$ cat src/rtl/cas_pkg.sv
`default_nettype none

package cas_pkg;

    // Fixed field widths of the ports
    localparam int ROW_OUT_W  = 10;
    localparam int COL_OUT_W  = 8;
    localparam int CFG_IDX_W  = 8;
    localparam int CFG_DATA_W = 11;
    localparam int GW_W       = 9;
    localparam int GH_W       = 11;
    localparam int THR_W      = 4;
    localparam int CNT_W      = 4;

    // Register indexes on the configuration channel
    localparam logic [CFG_IDX_W-1:0] CFG_GRID_WIDTH     = 8'd0;
    localparam logic [CFG_IDX_W-1:0] CFG_GRID_HEIGHT    = 8'd1;
    localparam logic [CFG_IDX_W-1:0] CFG_KEEP_THRESHOLD = 8'd2;
    localparam logic [CFG_IDX_W-1:0] CFG_GROW_THRESHOLD = 8'd3;

    // Reset values and grid rules
    localparam int WIDTH_RESET  = 80;
    localparam int HEIGHT_RESET = 40;
    localparam logic [THR_W-1:0] KEEP_RESET = 4'd4;
    localparam logic [THR_W-1:0] GROW_RESET = 4'd5;
    localparam int MIN_SIDE = 5;
    localparam int BAND     = 2;

    // One column of the two line stores
    typedef struct packed {
        logic upper;
        logic middle;
    } t_line_col;

    // One column of the 3x3 window
    typedef struct packed {
        logic top;
        logic mid;
        logic bot;
    } t_win_col;

endpackage

`default_nettype wire

$ cat src/rtl/cas_if.sv
`default_nettype none

// Tile stream, one tile per beat
interface cas_tile_if import cas_pkg::*; ();
    logic valid;
    logic ready;
    logic tile_is_wall;

    modport source (output valid, output tile_is_wall, input ready);
    modport sink   (input valid, input tile_is_wall, output ready);
endinterface

// Smoothed result stream, one centre tile per beat
interface cas_result_if import cas_pkg::*; ();
    logic                 valid;
    logic                 ready;
    logic [ROW_OUT_W-1:0] out_row;
    logic [COL_OUT_W-1:0] out_col;
    logic                 new_is_wall;
    logic                 last_cell;

    modport source (output valid, output out_row, output out_col, output new_is_wall,
                    output last_cell, input ready);
    modport sink   (input valid, input out_row, input out_col, input new_is_wall,
                    input last_cell, output ready);
endinterface

// Register write channel
interface cas_cfg_if import cas_pkg::*; ();
    logic                  valid;
    logic                  ready;
    logic [CFG_IDX_W-1:0]  index;
    logic [CFG_DATA_W-1:0] data;

    modport source (output valid, output index, output data, input ready);
    modport sink   (input valid, input index, input data, output ready);
endinterface

`default_nettype wire

$ cat src/rtl/cas_line_cell.sv
`default_nettype none

module cas_line_cell import cas_pkg::*; (
    input  wire logic      i_clk,
    input  wire logic      i_rst_n,
    input  wire logic      i_we,
    input  wire logic      i_bot,
    output t_line_col      o_col
);

    t_line_col r_col;
    t_line_col n_col;

    // Push the column down one row: middle moves to upper, new tile to middle
    always_comb begin
        n_col        = r_col;
        if (i_we) begin
            n_col.upper  = r_col.middle;
            n_col.middle = i_bot;
        end
    end

    always_ff @(posedge i_clk) begin
        if (!i_rst_n) begin
            r_col <= '0;
        end else begin
            r_col <= n_col;
        end
    end

    assign o_col = r_col;

endmodule

`default_nettype wire

$ cat src/rtl/cas_win_cell.sv
`default_nettype none

module cas_win_cell import cas_pkg::*; (
    input  wire logic     i_clk,
    input  wire logic     i_rst_n,
    input  wire logic     i_shift,
    input  wire t_win_col i_col,
    output t_win_col      o_col
);

    t_win_col r_col;
    t_win_col n_col;

    // Take the neighbor's column on every accepted beat
    always_comb begin
        n_col = i_shift ? i_col : r_col;
    end

    always_ff @(posedge i_clk) begin
        if (!i_rst_n) begin
            r_col <= '0;
        end else begin
            r_col <= n_col;
        end
    end

    assign o_col = r_col;

endmodule

`default_nettype wire

$ cat src/rtl/cave_automaton_smoothing.sv
// One smoothing pass of the wall/floor cave automaton over a grid streamed in raster
// order, one tile per beat on i_tile. A row of column cells holds the two previous rows,
// a chain of two window cells holds the two previous window columns, and each accepted
// tile completes the 3x3 window centred one row up and one column left. The block takes
// one tile per clock cycle; the result is registered and appears the cycle after the
// tile that completes it, and a tile is refused only while that output register holds
// a result the sink has not taken. Centres on row 0, column 0, the last row and the
// last column produce no beat; the two-tile border band comes out as wall. Line stores
// are flip-flops cleared by reset, so no clearing pass is needed. Width and height are
// saturated to [5, MAX_WIDTH] and [5, MAX_HEIGHT] when written; write registers only
// while the stream is idle.
`default_nettype none

module cave_automaton_smoothing import cas_pkg::*; #(
    parameter int MAX_WIDTH  = 256,
    parameter int MAX_HEIGHT = 1024
) (
    input  wire logic     i_clk,
    input  wire logic     i_rst_n,
    cas_tile_if.sink      i_tile,
    cas_result_if.source  o_res,
    cas_cfg_if.sink       i_cfg
);

    localparam int CIX_W = $clog2(MAX_WIDTH);
    localparam int CC_W  = CIX_W + 1;
    localparam int RIX_W = $clog2(MAX_HEIGHT);
    localparam int RC_W  = RIX_W + 1;
    localparam int SW_W  = (CC_W > GW_W) ? CC_W : GW_W;
    localparam int SH_W  = (RC_W > GH_W) ? RC_W : GH_W;
    localparam int W_RST = (WIDTH_RESET > MAX_WIDTH) ? MAX_WIDTH : WIDTH_RESET;
    localparam int H_RST = (HEIGHT_RESET > MAX_HEIGHT) ? MAX_HEIGHT : HEIGHT_RESET;

    // Configuration
    logic [CC_W-1:0]  r_w;
    logic [RC_W-1:0]  r_h;
    logic [THR_W-1:0] r_keep;
    logic [THR_W-1:0] r_grow;
    logic [SW_W-1:0]  w_gw_ext;
    logic [SH_W-1:0]  w_gh_ext;
    logic [CC_W-1:0]  w_gw_sat;
    logic [RC_W-1:0]  w_gh_sat;

    // Position and handshake
    logic [CIX_W-1:0] r_col_cnt;
    logic [CIX_W-1:0] n_col_cnt;
    logic [RIX_W-1:0] r_row_cnt;
    logic [RIX_W-1:0] n_row_cnt;
    logic             w_accept;
    logic [CC_W-1:0]  w_c;
    logic [RC_W-1:0]  w_r;

    // Line cells and prefetched column
    t_line_col        line_cols [MAX_WIDTH];
    t_line_col        r_rd;
    t_line_col        w_rd_next;

    // Window chain
    t_win_col         w_newcol;
    t_win_col         w_win1;
    t_win_col         w_win2;

    // Rule
    logic             w_emit;
    logic             w_inner;
    logic             w_last;
    logic [CNT_W-1:0] w_cnt;
    logic             w_wall;
    logic [RIX_W-1:0] w_cr;
    logic [CIX_W-1:0] w_cc;

    // Output register
    logic                 r_out_valid;
    logic [ROW_OUT_W-1:0] r_out_row;
    logic [COL_OUT_W-1:0] r_out_col;
    logic                 r_out_wall;
    logic                 r_out_last;

    // Saturate sizes on write
    assign w_gw_ext = SW_W'(i_cfg.data[GW_W-1:0]);
    assign w_gh_ext = SH_W'(i_cfg.data[GH_W-1:0]);

    always_comb begin
        if (w_gw_ext < SW_W'(MIN_SIDE)) begin
            w_gw_sat = CC_W'(MIN_SIDE);
        end else if (w_gw_ext > SW_W'(MAX_WIDTH)) begin
            w_gw_sat = CC_W'(MAX_WIDTH);
        end else begin
            w_gw_sat = CC_W'(w_gw_ext);
        end
        if (w_gh_ext < SH_W'(MIN_SIDE)) begin
            w_gh_sat = RC_W'(MIN_SIDE);
        end else if (w_gh_ext > SH_W'(MAX_HEIGHT)) begin
            w_gh_sat = RC_W'(MAX_HEIGHT);
        end else begin
            w_gh_sat = RC_W'(w_gh_ext);
        end
    end

    assign i_cfg.ready = 1'b1;

    always_ff @(posedge i_clk) begin
        if (!i_rst_n) begin
            r_w    <= CC_W'(W_RST);
            r_h    <= RC_W'(H_RST);
            r_keep <= KEEP_RESET;
            r_grow <= GROW_RESET;
        end else if (i_cfg.valid) begin
            case (i_cfg.index)
                CFG_GRID_WIDTH:     r_w    <= w_gw_sat;
                CFG_GRID_HEIGHT:    r_h    <= w_gh_sat;
                CFG_KEEP_THRESHOLD: r_keep <= i_cfg.data[THR_W-1:0];
                CFG_GROW_THRESHOLD: r_grow <= i_cfg.data[THR_W-1:0];
                default: ;
            endcase
        end
    end

    // Accept while the output register is free or being drained
    assign i_tile.ready = !r_out_valid || o_res.ready;
    assign w_accept     = i_tile.valid && i_tile.ready;

    assign w_c = CC_W'(r_col_cnt);
    assign w_r = RC_W'(r_row_cnt);

    // Advance the raster position, wrapping at the grid edges
    always_comb begin
        n_col_cnt = r_col_cnt + 1'b1;
        n_row_cnt = r_row_cnt;
        if (w_c + 1'b1 >= r_w) begin
            n_col_cnt = '0;
            if (w_r + 1'b1 >= r_h) begin
                n_row_cnt = '0;
            end else begin
                n_row_cnt = r_row_cnt + 1'b1;
            end
        end
    end

    always_ff @(posedge i_clk) begin
        if (!i_rst_n) begin
            r_col_cnt <= '0;
            r_row_cnt <= '0;
        end else if (w_accept) begin
            r_col_cnt <= n_col_cnt;
            r_row_cnt <= n_row_cnt;
        end
    end

    // Row of column cells, one per column of the widest grid
    for (genvar g = 0; g < MAX_WIDTH; g++) begin : g_col
        cas_line_cell u_cell (
            .i_clk   (i_clk),
            .i_rst_n (i_rst_n),
            .i_we    (w_accept && (r_col_cnt == CIX_W'(g))),
            .i_bot   (i_tile.tile_is_wall),
            .o_col   (line_cols[g])
        );
    end

    // Prefetch the column the next tile will land on
    assign w_rd_next = line_cols[n_col_cnt];

    always_ff @(posedge i_clk) begin
        if (!i_rst_n) begin
            r_rd <= '0;
        end else if (w_accept) begin
            r_rd <= w_rd_next;
        end
    end

    // Window chain: new column -> previous column -> column before that
    assign w_newcol.top = r_rd.upper;
    assign w_newcol.mid = r_rd.middle;
    assign w_newcol.bot = i_tile.tile_is_wall;

    cas_win_cell u_win1 (
        .i_clk   (i_clk),
        .i_rst_n (i_rst_n),
        .i_shift (w_accept),
        .i_col   (w_newcol),
        .o_col   (w_win1)
    );

    cas_win_cell u_win2 (
        .i_clk   (i_clk),
        .i_rst_n (i_rst_n),
        .i_shift (w_accept),
        .i_col   (w_win1),
        .o_col   (w_win2)
    );

    // Decide emission, border band and last centre
    assign w_emit  = (w_r >= RC_W'(BAND)) && (w_c >= CC_W'(BAND))
                  && (w_r < r_h) && (w_c < r_w);
    assign w_inner = (w_r >= RC_W'(BAND + 1)) && (w_c >= CC_W'(BAND + 1))
                  && (w_r + RC_W'(BAND - 1) < r_h) && (w_c + CC_W'(BAND - 1) < r_w);
    assign w_last  = (w_r == r_h - 1'b1) && (w_c == r_w - 1'b1);

    // Count the eight wall neighbours and apply the keep/grow rule
    assign w_cnt = CNT_W'(w_win1.top) + CNT_W'(w_win1.bot)
                 + CNT_W'(w_win2.top) + CNT_W'(w_win2.mid) + CNT_W'(w_win2.bot)
                 + CNT_W'(w_newcol.top) + CNT_W'(w_newcol.mid) + CNT_W'(w_newcol.bot);

    always_comb begin
        if (!w_inner) begin
            w_wall = 1'b1;
        end else if (w_win1.mid) begin
            w_wall = (w_cnt >= r_keep);
        end else begin
            w_wall = (w_cnt >= r_grow);
        end
    end

    assign w_cr = r_row_cnt - 1'b1;
    assign w_cc = r_col_cnt - 1'b1;

    // Output register: load on an emitting beat, drop when taken
    always_ff @(posedge i_clk) begin
        if (!i_rst_n) begin
            r_out_valid <= 1'b0;
        end else if (w_accept) begin
            r_out_valid <= w_emit;
        end else if (o_res.ready) begin
            r_out_valid <= 1'b0;
        end
    end

    always_ff @(posedge i_clk) begin
        if (w_accept && w_emit) begin
            r_out_row  <= ROW_OUT_W'(w_cr);
            r_out_col  <= COL_OUT_W'(w_cc);
            r_out_wall <= w_wall;
            r_out_last <= w_last;
        end
    end

    assign o_res.valid       = r_out_valid;
    assign o_res.out_row     = r_out_row;
    assign o_res.out_col     = r_out_col;
    assign o_res.new_is_wall = r_out_wall;
    assign o_res.last_cell   = r_out_last;

endmodule

`default_nettype wire

$ cat src/flat_wrapper.sv
// flat-port wrapper written by rule: the top's interface ports become plain ports
module cave_automaton_smoothing_flat import cas_pkg::*;
#(
    parameter int MAX_WIDTH  = 256,
    parameter int MAX_HEIGHT = 1024
)
  (i_clk, i_rst_n, i_tile_valid, i_tile_tile_is_wall, i_tile_ready, o_res_valid, o_res_out_row, o_res_out_col, o_res_new_is_wall, o_res_last_cell, o_res_ready, i_cfg_valid, i_cfg_index, i_cfg_data, i_cfg_ready);
  cas_tile_if i_tile_i ();
  cas_result_if o_res_i ();
  cas_cfg_if i_cfg_i ();
  input  wire logic i_clk;
  input  wire logic i_rst_n;
  input wire logic [$bits(i_tile_i.valid)-1:0] i_tile_valid;
  input wire logic [$bits(i_tile_i.tile_is_wall)-1:0] i_tile_tile_is_wall;
  output wire logic [$bits(i_tile_i.ready)-1:0] i_tile_ready;
  output wire logic [$bits(o_res_i.valid)-1:0] o_res_valid;
  output wire logic [$bits(o_res_i.out_row)-1:0] o_res_out_row;
  output wire logic [$bits(o_res_i.out_col)-1:0] o_res_out_col;
  output wire logic [$bits(o_res_i.new_is_wall)-1:0] o_res_new_is_wall;
  output wire logic [$bits(o_res_i.last_cell)-1:0] o_res_last_cell;
  input wire logic [$bits(o_res_i.ready)-1:0] o_res_ready;
  input wire logic [$bits(i_cfg_i.valid)-1:0] i_cfg_valid;
  input wire logic [$bits(i_cfg_i.index)-1:0] i_cfg_index;
  input wire logic [$bits(i_cfg_i.data)-1:0] i_cfg_data;
  output wire logic [$bits(i_cfg_i.ready)-1:0] i_cfg_ready;
  assign i_tile_i.valid = i_tile_valid;
  assign i_tile_i.tile_is_wall = i_tile_tile_is_wall;
  assign i_tile_ready = i_tile_i.ready;
  assign o_res_valid = o_res_i.valid;
  assign o_res_out_row = o_res_i.out_row;
  assign o_res_out_col = o_res_i.out_col;
  assign o_res_new_is_wall = o_res_i.new_is_wall;
  assign o_res_last_cell = o_res_i.last_cell;
  assign o_res_i.ready = o_res_ready;
  assign i_cfg_i.valid = i_cfg_valid;
  assign i_cfg_i.index = i_cfg_index;
  assign i_cfg_i.data = i_cfg_data;
  assign i_cfg_ready = i_cfg_i.ready;
  cave_automaton_smoothing #(.MAX_WIDTH(MAX_WIDTH), .MAX_HEIGHT(MAX_HEIGHT)) u_core (.i_clk(i_clk), .i_rst_n(i_rst_n), .i_tile(i_tile_i), .o_res(o_res_i), .i_cfg(i_cfg_i));
endmodule
$ cat config.mk
export PLATFORM = sky130hd
export DESIGN_NAME = cave_automaton_smoothing_flat
export DESIGN_NICKNAME = d
export VERILOG_FILES = /design/src/rtl/cas_pkg.sv /design/src/rtl/cas_if.sv /design/src/rtl/cas_line_cell.sv /design/src/rtl/cas_win_cell.sv /design/src/rtl/cave_automaton_smoothing.sv /design/src/flat_wrapper.sv
export SDC_FILE = /design/constraint.sdc
export NUM_CORES = 2
export LEC_CHECK = 0
export ABC_AREA = 1
export BUFFER_PORTS_ARGS = -buffer_cell sky130_fd_sc_hd__buf_2
export CAP_MARGIN = 20
export CORE_ASPECT_RATIO = 0.8
export CORE_MARGIN = 3
export CORE_UTILIZATION = 54
export DETAILED_ROUTE_END_ITERATION = 12
export PLACE_DENSITY = 0.7
export SYNTH_ARGS = -nofsm -noshare
export SYNTH_HDL_FRONTEND = slang
export SYNTH_SLANG_ARGS = --single-unit
export TNS_END_PERCENT = 100
$ cat constraint.sdc
create_clock -name i_clk -period 4.4 [get_ports i_clk]
set_input_delay 0.22 -clock i_clk [delete_from_list [all_inputs] [get_ports i_clk]]
set_output_delay 0.22 -clock i_clk [all_outputs]
set_load 0.1 [all_outputs]
==> impl_metrics.tcl <==
set metrics [dict create \
    drt_first_pass_iters 6 \
    clk_pin_slew_ps 70 \
    crit_family "simple AND/OR/NAND/NOR gates" \
    antenna_found_initial 0 \
    switching_share_pct 29.8 \
    comb_power_share_pct 17.9 \
    worstPathCellList "nand3_1, nor2_1, inv_1, nor2_1, inv_1, o21ai_0, o21a_1, inv_1, ha_1, nand2_2, nor2_4, nand3_4, buf_4, nand4_1, nand3_1, nand3_1, nand3_1, nand3_1, nand3_1, nand3_1, nand3_1, nand3_1, nand2_1, inv_1" \
    maxUsedRoutingLayer "met4" \
    dp_hpwl_um 58200 \
    synth_compound_area_share_pct 21.6 \
    p_int_mw 9.02 \
    fmax_ghz 0.243 \
    tightest_slew_ps 1210 \
    grt.total_usage_pct 31.9 \
    outcome "finished clean" \
    wl_met2_um 38500 \
    critPathMostFrequentCell "nand3_1" \
    place_congestion 0.933 \
    wirelength_met1_um 43000 \
    slowest_delay_ps 700 \
    leakagePower_nw 12.4 \
    synth_nets 4326 \
    synthDominantCellAreaShare_pct 38.5 \
    fin_cells 4925 \
    synthSimpleGateAreaFrac_pct 22.2 \
    setup.worst_path.class "reg2reg" \
    maxCapViolCount 0 \
    fin_crit_sh_pct 93.4 \
    ys_async_sr_fraction_pct 0 \
    overflow 0 \
    clockBufferDepth 3 \
    synth_top_area_cell "dfxtp_1" \
    totalWireLength_um 93900 \
    die_x_um 267 \
    start_util_pct 55.4 \
    finalSetupTns_ps 0 \
    rsz0062_at_grt "false" \
    cp_data_arrival_time_ps 4650 \
    drt-wirelength-per-cell_um 19.1 \
    required_ps 4940 \
    cts_root_buffer "clkbuf_16" \
    die_area_sq_um 57500 \
    powerDensity_nw_per_um2 396 \
    yosys_warnings 0 \
    avgSynthCellArea_sq_um 6.96 \
    hold_class "in2reg" \
    antenna_cells 0 \
    ant_nets 0 \
    syn_to_final_growth_pct 10.1 \
    viasPerCell 5.85 \
    io_buffers 46 \
    drive_gt1_share_pct 5.98 \
    clock_sinks 587 \
    cts_buffers 57 \
    setup_violations 0 \
    switching_power_mw 3.84 \
    ir_drop_v 0.000308 \
    synthAdderAreaFrac_pct 2.82 \
    finalClockSkew_ps 17.5 \
    synth_xor_area_share_pct 1.16 \
    synthMuxAreaShare_pct 0 \
    grt_max_degree 189 \
    grt_pass1_vias 25800 \
    placedCellCount 4795 \
    wl_met3_um 9700 \
    final_net_count 4276 \
    synth_seq_cells 587 \
    synth_cells 4237 \
    io_pins 48 \
    cp_num_buf_inv 5 \
    maxSlewViolCount 0 \
    hold_viol_final 0 \
    synth_area_leaders "dfxtp_1, a21oi_1, o21ai_0" \
    grt_pass1_wl_um 147000 \
    crit_path_top_delay_cell "buf_4" \
    critPathMaxFanout 62 \
    synth_top_family_by_area "simple AND/OR/NAND/NOR gates" \
    pwr-share-clk_pct 39.9 \
    insertion_delay_ps 630 \
    first_iter_violations 3855 \
    worst_setup_path_end_kind "register" \
    seqPwrFrac_pct 42.2 \
    synth.distinct_cells 43 \
    ys_seq_area_share_pct 40.5 \
    tritoncts "done" \
    synth_ff_type "dfxtp_1" \
    core_area_sq_um 53200 \
    rows 75 \
    slew_headroom_pct 19.6 \
    die_y_um 215 \
    crit_path_start_kind "register" \
    route.vias.total 28800 \
    synth_edf_count 20 \
    fin_crit_ps 4110 \
    drc 0 \
    cts_max_level 2 \
    synth_area_sq_um 29500 \
]
[worst register-to-register path, cell delays in order (launching register included)]
cell,delay [ps]
dfxtp_1,340
nand3_1,110
nor2_1,120
inv_1,80
nor2_1,160
inv_1,80
o21ai_0,150
o21a_1,160
inv_1,50
ha_1,290
nand2_2,90
nor2_4,60
nand3_4,180
buf_4,700
nand4_1,220
nand3_1,120
nand3_1,80
nand3_1,120
nand3_1,130
nand3_1,180
nand3_1,240
nand3_1,170
nand3_1,80
nand2_1,60
inv_1,40
[final timing paths]
path                                    start  cells past startpoint  slack, ps                                to
min                            i_cfg_index[2]                      5         50                     u_core.r_h[5]
min reg2reg  u_core.g_col[28].u_cell.o_col[1]                      2        450  u_core.g_col[28].u_cell.o_col[1]
max                       u_core.r_col_cnt[2]                     24        290                    u_core.r_rd[1]
max reg2reg               u_core.r_col_cnt[2]                     24        290                    u_core.r_rd[1]
[placed cells by master, fill, tap and decap left out, types with 12 or more instances in the layout]
| cell | instances |
|---|---|
| clkbuf_16 | 58 |
| inv_1 | 589 |
| clkbuf_1 | 12 |
| clkinv_1 | 17 |
| o211ai_1 | 79 |
| buf_12 | 17 |
| nand4_1 | 133 |
| o21ai_0 | 545 |
| dfxtp_1 | 567 |
| nand2_1 | 544 |
| nor3_1 | 24 |
| edfxtp_1 | 20 |
| clkbuf_8 | 15 |
| buf_2 | 44 |
| xor2_1 | 31 |
| ha_1 | 60 |
| a21oi_1 | 562 |
| nor2_1 | 265 |
| nand3_1 | 460 |
| dlygate4sd3_1 | 15 |
| buf_4 | 66 |
[flip-flops by register name, summed over array words and instances (netlist names)]
register	flops
u_core.r_rd	2
u_core.g_col.u_cell.o_col	512
u_core.o_res.last_cell	1
u_core.r_row_cnt	10
u_core.u_win1.o_col	3
u_core.u_win2.o_col	3
u_core.r_grow	4
u_core.o_res.new_is_wall	1
u_core.r_keep	4
u_core.o_res.valid	1
u_core.o_res.out_row	10
u_core.r_col_cnt	8
u_core.o_res.out_col	8
u_core.r_h	11
u_core.r_w	9
[stage by stage]
stage          setup WS [ps]  total power, mW  hold WS (ps)  area (sq um)  util [%]
6_report                 291             12.9          48.9         32500      61.0
5_1_grt                 88.0             13.3           103         32500      61.0
4_1_cts                  321             12.8          20.3         32400      60.8
3_5_place_dp             339             7.73           444         30300      56.9
3_3_place_gp             373             7.72           442         30300      56.9
2_1_floorplan            355             7.07           350         29500         -
[routing by layer]
metal / up-vias / track usage, %
met2: 1364 / 46.1
met5: - / 0
met3: 177 / 6.13
li1: 14100 / -
met4: 0 / 10.3
met1: 13200 / 47.5
[cells in the mapped netlist, drive strengths merged (9+ instances only)]
master	count
edfxtp	20
nand3	465
nand4	133
inv	595
o21ai	554
clkbuf	151
ha	60
o211ai	79
dfxtp	567
clkinv	16
nor2	269
buf	106
xor2	31
a21oi	562
nand2	549
or2	9
nor3	24
[power groups by stage]
stage          clock, mW  combinational, mW  sequential (mW)
2_1_floorplan          0               1.46             5.61
3_3_place_gp           0               2.19             5.54
3_5_place_dp           0               2.19             5.54
4_1_cts             5.17               2.22             5.42
5_1_grt             5.41               2.49             5.42
6_report            5.13               2.30             5.42
[final cells by class]
cell class	instances	area [sq um]
fill	4947	20700
multi-input combinational	2783	14100
sequential	587	12000
inverter	611	2310
clock buffer	84	1680
timing repair buffer	147	1300
tap	693	867
clock inverter	20	256
[repair_timing]
item | CTS | global route
setup endpoints to repair | 0 | 2
hold buffers | 15 | 0
hold endpoints to repair | 29 | 0
buffers inserted | 0 | 9
gates resized for setup | 0 | 4
[logic make-up after synthesis]
group,after synthesis
buffers and inverters,868
other,1
flip-flops,587
AND/OR/NAND/NOR,1457
adder cells (fa/ha/maj),64
XOR/XNOR,39
AO/OA/AOI/OAI,1221
Power figures use the tool's default switching activity.
